==> src/design/vci_pkg.sv <==
// Shared types, codes and constants for the VOR course indicator.
// No dependencies; used by vci_cordic and vor_course_indicator.
package vci_pkg;

    localparam int STATIONS_DEF = 16;
    localparam int CORDIC_ITERS = 30;

    localparam logic [1:0] MODE_ADD   = 2'd0;
    localparam logic [1:0] MODE_CLEAR = 2'd1;
    localparam logic [1:0] MODE_FIX   = 2'd2;

    localparam logic [1:0] TF_OFF  = 2'd0;
    localparam logic [1:0] TF_TO   = 2'd1;
    localparam logic [1:0] TF_FROM = 2'd2;

    localparam int CFG_IDX_W  = 2;
    localparam int CFG_DATA_W = 16;
    localparam logic [CFG_IDX_W-1:0] REG_TUNED_FREQ = 2'd0;
    localparam logic [CFG_IDX_W-1:0] REG_OBS_RADIAL = 2'd1;
    localparam logic [CFG_IDX_W-1:0] REG_FULL_SCALE = 2'd2;

    localparam logic [7:0]  FULL_SCALE_RST = 8'd10;
    localparam logic [31:0] Q_ONE          = 32'd1073741824;
    localparam logic [31:0] CORDIC_GAIN    = 32'd652032874;
    localparam logic [31:0] DIST_K         = 32'd691666;   // 2 * 345833
    localparam logic [31:0] DIST_MAX       = 32'd172920;
    localparam logic [14:0] DEFL_FULL      = 15'd16384;

    typedef struct packed {
        logic [1:0]          mode;
        logic signed [31:0]  lat;
        logic signed [31:0]  lon;
        logic [13:0]         freq;
    } vci_in_t;

    typedef struct packed {
        logic                valid_res;
        logic [1:0]          to_from;
        logic [15:0]         bearing;
        logic [17:0]         distance;
        logic signed [15:0]  deflection;
        logic [3:0]          station_index;
        logic                table_full;
    } vci_out_t;

    typedef struct packed {
        logic                start;
        logic                vec;      // 1: vectoring (atan2), 0: rotation (sin/cos)
        logic [31:0]         ang;
        logic signed [35:0]  x;
        logic signed [35:0]  y;
    } cordic_req_t;

    typedef struct packed {
        logic                done;
        logic signed [31:0]  sin;
        logic signed [31:0]  cos;
        logic [31:0]         ang;
    } cordic_rsp_t;

    function automatic logic [31:0] atan_entry(input logic [4:0] i);
        logic [31:0] v;
        unique case (i)
            5'd0:  v = 32'h20000000;
            5'd1:  v = 32'h12E4051E;
            5'd2:  v = 32'h09FB385B;
            5'd3:  v = 32'h051111D4;
            5'd4:  v = 32'h028B0D43;
            5'd5:  v = 32'h0145D7E1;
            5'd6:  v = 32'h00A2F61E;
            5'd7:  v = 32'h00517C55;
            5'd8:  v = 32'h0028BE53;
            5'd9:  v = 32'h00145F2F;
            5'd10: v = 32'h000A2F98;
            5'd11: v = 32'h000517CC;
            5'd12: v = 32'h00028BE6;
            5'd13: v = 32'h000145F3;
            5'd14: v = 32'h0000A2F9;
            5'd15: v = 32'h0000517C;
            5'd16: v = 32'h000028BE;
            5'd17: v = 32'h0000145F;
            5'd18: v = 32'h00000A2F;
            5'd19: v = 32'h00000517;
            5'd20: v = 32'h0000028B;
            5'd21: v = 32'h00000145;
            5'd22: v = 32'h000000A2;
            5'd23: v = 32'h00000051;
            5'd24: v = 32'h00000028;
            5'd25: v = 32'h00000014;
            5'd26: v = 32'h0000000A;
            5'd27: v = 32'h00000005;
            5'd28: v = 32'h00000002;
            5'd29: v = 32'h00000001;
            default: v = 32'h00000000;
        endcase
        return v;
    endfunction

endpackage

==> src/design/vci_cordic.sv <==
// Iterative CORDIC, one micro-rotation per cycle, rotation or vectoring mode.
// Depends on vci_pkg (request/response types, arctangent table).
module vci_cordic (
    input  logic                 aclk,
    input  logic                 aresetn,
    input  vci_pkg::cordic_req_t req,
    output vci_pkg::cordic_rsp_t rsp
);
    import vci_pkg::*;

    localparam logic signed [33:0] Z_LIM   = 34'sd1073741824;
    localparam logic signed [35:0] Q36     = 36'sd1073741824;
    localparam logic [4:0]         LAST_IT = 5'(CORDIC_ITERS - 1);

    logic signed [35:0] x_reg, y_reg;
    logic signed [33:0] z_reg;
    logic [4:0]         it_reg;
    logic               busy_reg, done_reg, vec_reg, neg_reg, zero_reg;

    logic signed [33:0] z_init_a, z_init_b, atan_z;
    logic signed [35:0] x_sh, y_sh, x_out, y_out;
    logic               sigma;

    function automatic logic signed [31:0] clamp_q(input logic signed [35:0] v);
        logic signed [31:0] r;
        if (v > Q36) begin
            r = 32'sd1073741824;
        end else if (v < -Q36) begin
            r = -32'sd1073741824;
        end else begin
            r = v[31:0];
        end
        return r;
    endfunction

    always_comb begin
        z_init_a = 34'(signed'(req.ang));
        z_init_b = 34'(signed'(req.ang + 32'h8000_0000));
        sigma    = vec_reg ? (y_reg <= 36'sd0) : (z_reg >= 34'sd0);
        x_sh     = x_reg >>> it_reg;
        y_sh     = y_reg >>> it_reg;
        atan_z   = signed'({2'b00, atan_entry(it_reg)});
        x_out    = neg_reg ? -x_reg : x_reg;
        y_out    = neg_reg ? -y_reg : y_reg;
    end

    assign rsp.done = done_reg;
    assign rsp.sin  = clamp_q(y_out);
    assign rsp.cos  = clamp_q(x_out);
    assign rsp.ang  = zero_reg ? 32'd0 : z_reg[31:0];

    always_ff @(posedge aclk) begin
        if (!aresetn) begin
            busy_reg <= 1'b0;
            done_reg <= 1'b0;
        end else begin
            done_reg <= 1'b0;
            if (req.start) begin
                busy_reg <= 1'b1;
                it_reg   <= 5'd0;
                vec_reg  <= req.vec;
                if (req.vec) begin
                    neg_reg  <= 1'b0;
                    zero_reg <= (req.x == 36'sd0) && (req.y == 36'sd0);
                    if (req.x < 36'sd0) begin
                        x_reg <= -req.x;
                        y_reg <= -req.y;
                        z_reg <= 34'sh080000000;   // start at 180 degrees
                    end else begin
                        x_reg <= req.x;
                        y_reg <= req.y;
                        z_reg <= 34'sd0;
                    end
                end else begin
                    zero_reg <= 1'b0;
                    x_reg    <= 36'(signed'({1'b0, CORDIC_GAIN}));
                    y_reg    <= 36'sd0;
                    // fold angles beyond +-90 degrees, negate at the end
                    if (z_init_a > Z_LIM || z_init_a < -Z_LIM) begin
                        z_reg   <= z_init_b;
                        neg_reg <= 1'b1;
                    end else begin
                        z_reg   <= z_init_a;
                        neg_reg <= 1'b0;
                    end
                end
            end else if (busy_reg) begin
                if (sigma) begin
                    x_reg <= x_reg - y_sh;
                    y_reg <= y_reg + x_sh;
                    z_reg <= z_reg - atan_z;
                end else begin
                    x_reg <= x_reg + y_sh;
                    y_reg <= y_reg - x_sh;
                    z_reg <= z_reg + atan_z;
                end
                it_reg <= it_reg + 5'd1;
                if (it_reg == LAST_IT) begin
                    busy_reg <= 1'b0;
                    done_reg <= 1'b1;
                end
            end
        end
    end

endmodule

==> config.mk <==
export PLATFORM = sky130hd
export DESIGN_NAME = vci_cordic
export DESIGN_NICKNAME = d
export VERILOG_FILES = /design/src/design/vci_pkg.sv /design/src/design/vci_cordic.sv
export SDC_FILE = /design/constraint.sdc
export NUM_CORES = 1
export LEC_CHECK = 0
export ABC_AREA = 1
export BUFFER_PORTS_ARGS = -buffer_cell sky130_fd_sc_hd__buf_2
export CAP_MARGIN = 20
export CORE_MARGIN = 3
export CORE_UTILIZATION = 50
export DETAILED_ROUTE_END_ITERATION = 7
export PLACE_DENSITY_LB_ADDON = 0.25
export SYNTH_ARGS = -nofsm -noshare
export SYNTH_HDL_FRONTEND = slang
export SYNTH_SLANG_ARGS = --single-unit
==> constraint.sdc <==
create_clock -name aclk -period 11.1 [get_ports aclk]
set_input_delay 1.665 -clock aclk [delete_from_list [all_inputs] [get_ports aclk]]
set_output_delay 1.665 -clock aclk [all_outputs]
set_load 0.03 [all_outputs]
==> results.md, run 1 <==
- After detailed routing, the number of remaining DRC violations is 0.
- After detailed placement, the total cell area comes to 24790 um2.
- The via count of the first global-routing pass is 25510.
- The flow ran to the end, and the final reports show no timing, DRC or antenna violations.
- The post-route standard cell area excluding fillers is 25450 um2.
- The number of violations of the max-capacitance limit is 0.
- Dividing the final minimum period by the clock period gives 0.5659.
- Between clock sinks in the finished design, the worst skew comes to 24.31 ps.
- The core region is 45970 um2.
- Before antenna repair, the detailed router went through 6 iterations.
- The routed layout has 28260 vias.
- The initial utilization of the core area, before any placement, comes to 0.5135.
- Entering global routing, the biggest net connects 78 pins.
- The number of fill cells in the layout is 4895.
- The worst slack after detailed placement is 4974 ps.
- After detailed routing, the number of vias per cell comes to 5.979.
- Measured against its own limit, the worst slew margin works out to 0.3286.
- The level count of the clock H-tree is 4.
- The wire length of the first global-routing pass is 144000 um.
- The maximum cell stage delay along the critical path is 560 ps.
- After synthesis, the most frequently instantiated cells are nand2_1 (1032), nand3_1 (532), inv_1 (459).
- The share of synthesized area in the top cell type comes to 0.1641.
- STA classifies the critical path startpoint as a flip-flop.
- Adding up every negative setup slack in the final design gives 0 ps.
- Once routing completed, OpenROAD measured the worst setup slack at 4819 ps.
- The CTS clock-pin slew for the worst setup and hold paths is 80 ps.
- The start-to-end type of the worst setup path is flip-flop to flip-flop.
- The transition time at the pin with the least slew margin is 1003 ps.
- The chip width is 223.3 um.
- The number of warnings issued by yosys is 0.
- The final instance count without filler cells is 4727.
- Of all flip-flops after synthesis, the portion carrying an async set or reset was 0.
- The total global-route track usage is 0.3664.
- The arrival time of the worst setup path is 6470 ps.
- The detail route stage leaves a number of antenna-violating nets equal to 0.
- Global routing finished with a remaining overflow of 0.
- The starting DRC count in detailed routing is 3065.
- In the final layout, the share of cells above drive strength 1 is 0.08762.
- The average instance in the mapped netlist occupies 5.875 um2.
- Synthesis produced 4018 cells.
- The initial antenna violation count is 9.
- The area added between synthesis and finish is 7.808%.
- The highest ir drop seen on vdd is 0.1458 mV.
- The cell row count is 78.
- The worst setup path is captured at a flip-flop.
- The count of hold-fix buffers inserted at cts is 0.
- During I/O placement, the number of pins put on the boundary was 205.
- Summing every instance area after synthesis gives 23600 um2.
- The number of hold violations in the final report is 0.
- The cell repeated most along the worst path is nand2_1.
- The count of cell types in the netlist is 69.
- In this run, post-CTS repair resized a total of 0 instances.
- The number of input and output port buffers inserted is 204.
- Clock latency on the worst-skew pair, taken at its later pin, is 480 ps.
- Setup repair after global routing left no endpoint under its margin.
- The height of the die is 223.3 um.
- At the end of the flow the core is filled with cells to 0.5536.
- Counting every sink on the clock net gives 146.
- The post-layout net count is 4338.
- The total die area is 49850 um2.
- The cell type with the highest aggregate area in the netlist is nand2_1.
- Summed over all layers, the routed wires come to 94790 um.
- For this run, the register share of the synthesized area comes to 0.1722.
- The analysis attributes to cell leakage a power of 12.61 nW.
- The synthesized flop and latch total is 146.
- The slowest stage of the critical path belongs to the cell edfxtp_1.
- The most used flip-flop cell after synthesis is edfxtp_1.
- At the end of routability-driven placement, the weighted congestion stood at 1.023.
- The average wire per standard cell is 20.05 um.
- Yosys mapped a number of flops with a built-in enable equal to 114.
- In the post-synthesis netlist, the cell with the most instances is nand2_1.
- The maximum operating frequency is 159.2 MHz.
- The tree is rooted in a clkbuf_16.
- Sorting the synthesized cells by area gives the leading types as nand2_1 (16%), edfxtp_1 (15%), nand3_1 (11%).
- Data on the critical path is required at its endpoint by 11290 ps.
- The type of the most critical hold path is flip-flop to flip-flop.
- The TritonCTS buffer count is 17.
- TritonCTS built the clock tree.
- The final critical path time including I/O delays and setup is 6281 ps.
- Buffers added to address setup during post-CTS repair amount to 0.
- The total power per unit cell area is 254.3 nW/um2.
- The HPWL after detailed placement is 75330 um.
- Counting along the longest clock path gives a buffer depth of 2.
- The number of cells in the design after placement is 4687.
- The final max-slew violation count is 0.
- The tightest hold path in the finished design has a slack of 625.3 ps.
- The maximum fanout count along the critical path is 29.
- The overall power is 6.472 mW.
- Setup violations remaining at the end of the flow were counted as 0.
- When the netlist entered floorplanning its net count stood at 4249.
[routing by layer]
| metal | vias up | routed length [um] | global-route usage |
|---|---|---|---|
| met5 | - | 11 | 0 |
| met4 | 2 | 5719 | 0.1954 |
| met3 | 261 | 9242 | 0.06474 |
| met2 | 1453 | 41240 | 0.5791 |
| met1 | 12950 | 38580 | 0.4763 |
| li1 | 13600 | - | - |
[final timing paths]
| kind | startpoint | end | slack, ps | cells after the start |
|---|---|---|---|---|
| max | y_reg[1] | y_reg[25] | 4820 | 28 |
| min | busy_reg | busy_reg | 630 | 4 |
| max reg2reg | y_reg[1] | y_reg[25] | 4820 | 28 |
| min reg2reg | busy_reg | busy_reg | 630 | 4 |
[cell families (layout without fill, tap and decap cells)]
kind of cell             Yosys count  after routing  synth area share
XOR/XNOR                         224            224           0.08312
AO/OA/AOI/OAI                    704            704            0.1710
flip-flops                       146            146            0.1722
AND/OR/NAND/NOR                 2187           2187            0.3993
other                              0              7                 0
adder cells (fa/ha/maj)          123            123           0.06615
buffers and inverters            634            736            0.1083
[worst max-delay path, delay by kind of cell, from the launching register on]
| kind | cells | cell delay (ps) |
|---|---|---|
| compound gates | 7 | 1650 |
| xor+xnor | 2 | 300 |
| fa+ha+maj | 2 | 670 |
| buf+inv | 5 | 1000 |
| flops | 1 | 560 |
| simple gates | 12 | 1800 |
[cell usage in the layout, fill, tap and decap left out, types with 5 or more instances in the layout]
| cell | n |
|---|---|
| xor2_1 | 157 |
| nor4_1 | 24 |
| o221ai_1 | 7 |
| a21oi_1 | 234 |
| xnor2_1 | 67 |
| inv_2 | 14 |
| nand2_1 | 1032 |
| a21boi_0 | 10 |
| o211ai_1 | 7 |
| a21o_1 | 19 |
| nor3_1 | 60 |
| clkbuf_16 | 20 |
| o31ai_1 | 9 |
| o22ai_1 | 27 |
| or2_2 | 22 |
| nand3b_1 | 12 |
| nor2_2 | 14 |
| nor2_1 | 410 |
| dfxtp_1 | 32 |
| a21oi_2 | 19 |
| o2111ai_1 | 7 |
| nand3_1 | 532 |
| diode_2 | 7 |
| o21ai_0 | 236 |
| a21boi_1 | 9 |
| nand4_1 | 50 |
| o21ai_2 | 7 |
| ha_1 | 120 |
| buf_4 | 23 |
| buf_2 | 204 |
| a31oi_1 | 48 |
| nand2_2 | 9 |
| nor2_4 | 5 |
| inv_1 | 458 |
| o21bai_1 | 10 |
| o21ai_1 | 25 |
| edfxtp_1 | 114 |
[where the power goes]
| group | internal (mW) | switching, mW |
|---|---|---|
| Sequential | 0.839 | 0.396 |
| Combinational | 1.55 | 3.07 |
| Clock | 0.357 | 0.268 |
| Total | 2.74 | 3.73 |
[layout make-up]
cell class | count | area (um2) | share of cell area
multi-input cells | 3238 | 16990 | 0.6678
clock inverters | 9 | 87.58 | 0.003442
flip-flops and latches | 146 | 4064 | 0.1597
repair buffers | 228 | 1221 | 0.04799
well taps | 600 | 750.7 | 0.02950
clock buffers | 23 | 521.8 | 0.02050
diodes | 7 | 17.52 | 0.0006884
inverters | 476 | 1790 | 0.07036
(Power assumes the default switching activity.)
==> inputs of run 2 (changes only) <==
==> constraint.sdc (replaced) <==
create_clock -name aclk -period 5.9 [get_ports aclk]
set_input_delay 0.885 -clock aclk [delete_from_list [all_inputs] [get_ports aclk]]
set_output_delay 0.885 -clock aclk [all_outputs]
set_load 0.03 [all_outputs]
==> results.md, run 2 (synthesis results as in run 1) <==
- The cell row count is 78 (unchanged).
- The post-layout net count is 4389 (+1.2%).
- The worst slack after detailed placement is 240.4 ps (-4733 ps).
- The clock latency at the later pin of the worst-skew pair is 470 ps (about the same).
- The number of cells on the worst reg-to-reg path came to 27 (-3.6%).
- The maximum operating frequency was 184.7 MHz (+16%).
- The final worst clock skew is 13.16 ps (-11.15 ps).
- The total power per unit cell area is 477.8 nW/um2 (+88%).
- The total half-perimeter wirelength after legalization and detailed placement is 80830 um (+7.3%).
- Clock tree synthesis selected as its root buffer the cell clkbuf_16.
- The top-level I/O count was 205 (unchanged).
- The number of input and output port buffers inserted is 204 (unchanged).
- The starting DRC count in detailed routing is 2900 (-5.4%).
- The setup slack of the most critical reg-to-reg path is 490 ps (-4330 ps).
- The routed via count divided by cell count is 5.970 (-0.16%).
- The maximum count of clock buffers along a single path is 2 (unchanged).
- The hold-critical path endpoint is done_reg.
- The part of the cycle the worst path needs is 0.9176 (+0.3517).
- Among cell families on the critical path, the largest total delay comes from simple AND/OR/NAND/NOR gates.
- The layout cell share with drive strength beyond 1 is 0.09974 (+0.01211).
- The weighted congestion reported at the end of routability-driven placement is 1.037 (+1.4%).
- The worst hold slack across all endpoints is 647.9 ps (+22.57 ps).
- The commonest non-fill, non-tap cell in the layout is nand2_1.
- The kind of start point of the critical path is a flip-flop.
- The CTS tree is built.
- The number of hold violations in the final report came to 0 (unchanged).
- The average wire per standard cell was 20.74 um (+3.4%).
- The worst hold path startpoint is busy_reg.
- The startpoint of the most critical register-to-register path is y_reg[1].
- The post-CTS setup-driven buffer insertion count is 0 (unchanged).
- The number of violations of the max-capacitance limit is 0 (unchanged).
- The wire length of the first global-routing pass is 149400 um (+3.7%).
- The capture instance of the worst register-to-register path is y_reg[21].
- STA classifies the critical path endpoint as a flip-flop.
- The final max-slew violation count is 0 (unchanged).
- The total wirelength of the detailed-routed design was 99070 um (+4.5%).
- The data required time at the worst endpoint is 6100 ps (-5190 ps).
- The number of cells in the design after placement is 4737 (+1.1%).
- The number of clock sinks is 146 (unchanged).
- The total global-route track usage is 0.3831 (+0.01669).
- The largest individual stage delay along the critical path comes from the cell edfxtp_1.
- The initial antenna violation count is 10 (+1).
- The maximum fanout count along the critical path is 11 (-62%).
- The largest net degree at the start of global routing is 76 (-2.6%).
- The final critical path time including I/O delays and setup is 5414 ps (-867.3 ps).
- The cell repeated most along the worst path is nand2_1.
- The normalized max-slew margin was 0.3123 (-0.01623).
- The starting utilization of the core area is 0.5135 (unchanged).
- The number of fill cells in the layout came to 4848 (-0.96%).
- The static leakage is 12.88 nW (+2.1%).
- The arrival time of the worst setup path was 5610 ps (-860 ps).
- The number of setup violations in the final report is 0 (unchanged).
- The total negative slack for setup checks is 0 ps (unchanged).
- The via count of the first global-routing pass is 25940 (+1.7%).
- The level count of the clock H-tree came to 4 (unchanged).
- The total die area is 49850 um2 (unchanged).
- The highest ir drop seen on vdd was 0.2984 mV (+100%).
- The least setup slack across all paths after layout came to 485.9 ps (-4333 ps).
- The number of buffer and inverter instances along the worst setup path is 4 (-1).
- The remaining antenna violation count after routing came to 0 (unchanged).
- The CTS clock-pin slew for the worst setup and hold paths came to 80 ps (about the same).
- The iteration count of the initial detailed-routing pass came to 6 (unchanged).
- The transition time at the pin with the least slew margin is 1031 ps (+28.05 ps).
- Relative to the synthesized area, the layout overhead comes to 9.722%.
- The area of the placeable core is 45970 um2 (unchanged).
- The path class of the tightest hold or removal check is flip-flop to flip-flop.
- The remaining global-route overflow was 0 (unchanged).
- The chip width is 223.3 um (unchanged).
- The height of the die is 223.3 um (unchanged).
- The TritonCTS buffer count is 17 (unchanged).
- The worst hold path cell count is 4 (unchanged).
- The maximum cell stage delay along the critical path came to 540 ps (-20 ps).
- The total vias in the final route is 28520 (+0.90%).
- The post-detailed-route DRC marker count is 0 (unchanged).
- The overall power was 12.37 mW (+91%).
- The final instance count without filler cells came to 4777 (+1.1%).
- The flow ran to the end, and the final reports show no timing, DRC or antenna violations.
- In the layout the commonest cells are nand2_1 (1032), nand3_1 (532), inv_1 (457), nor2_1 (410), o21ai_0 (235).
- The worst setup path is of the flip-flop to flip-flop kind.
## run 2: cell types whose count changed in the layout (fill, tap and decap cells not counted), moves of 2 or more
cell	delta
a21boi_0	-2
buf_12	+8
buf_4	+42
clkbuf_16	-2
clkinv_2	-2
clkinv_4	+2
inv_6	+4
## run 2: worst max path at each step
stage	cells after the start	slack (ps)	to	from
6_report	27	490	y_reg[21]	y_reg[1]
5_1_grt	27	-10	y_reg[25]	y_reg[1]
4_1_cts	25	230	x_reg[25]	y_reg[1]
3_5_place_dp	25	240	x_reg[25]	y_reg[1]
3_3_place_gp	25	400	x_reg[25]	y_reg[1]
2_1_floorplan	14	1450	atan_z[1]	aresetn
## run 2: stage by stage
step / util / instance area [um2]
floorplan: - / 23610
global placement: 0.5497 / 25270
detailed placement: 0.5497 / 25270
CTS: 0.5620 / 25830
global route: 0.5634 / 25900
finish: 0.5634 / 25900
## run 2: layout make-up
type                       instances  area, um2  share of cell area
multi-input combinational       3238      17000              0.6565
sequential                       146       4064              0.1569
inverter                         476       1794             0.06928
timing repair buffer             279       1708             0.06595
tap                              600      750.7             0.02899
clock buffer                      19      454.2             0.01754
clock inverter                    13      111.4            0.004300
antenna                            6      15.01           0.0005797
## run 2: repair_timing
action	in CTS	in global routing
setup endpoints to repair	0	14
resized for setup	0	6
hold buffers	0	0
## run 2: routing by layer
layer  vias to the layer above  part of all wire  global-route usage
li1                      13710                 -                   -
met1                     13020              0.41              0.5024
met2                      1532              0.44              0.6054
met3                       246             0.093             0.06316
met4                         4             0.058              0.2004
met5                         -           0.00031                   0
## run 2: power breakdown
group	internal, mW	leakage (nW)	switching (mW)
sequential	1.58	1.38	0.647
clock	0.577	0.282	0.536
combinational	3.05	11.2	5.98
## run 2: tightest hold or removal path, cell delays in order (launching register included)
cell and delay (ps):
dfxtp_1 310, nand2_1 70, nor2_1 50, inv_1 60, nor2_1 90
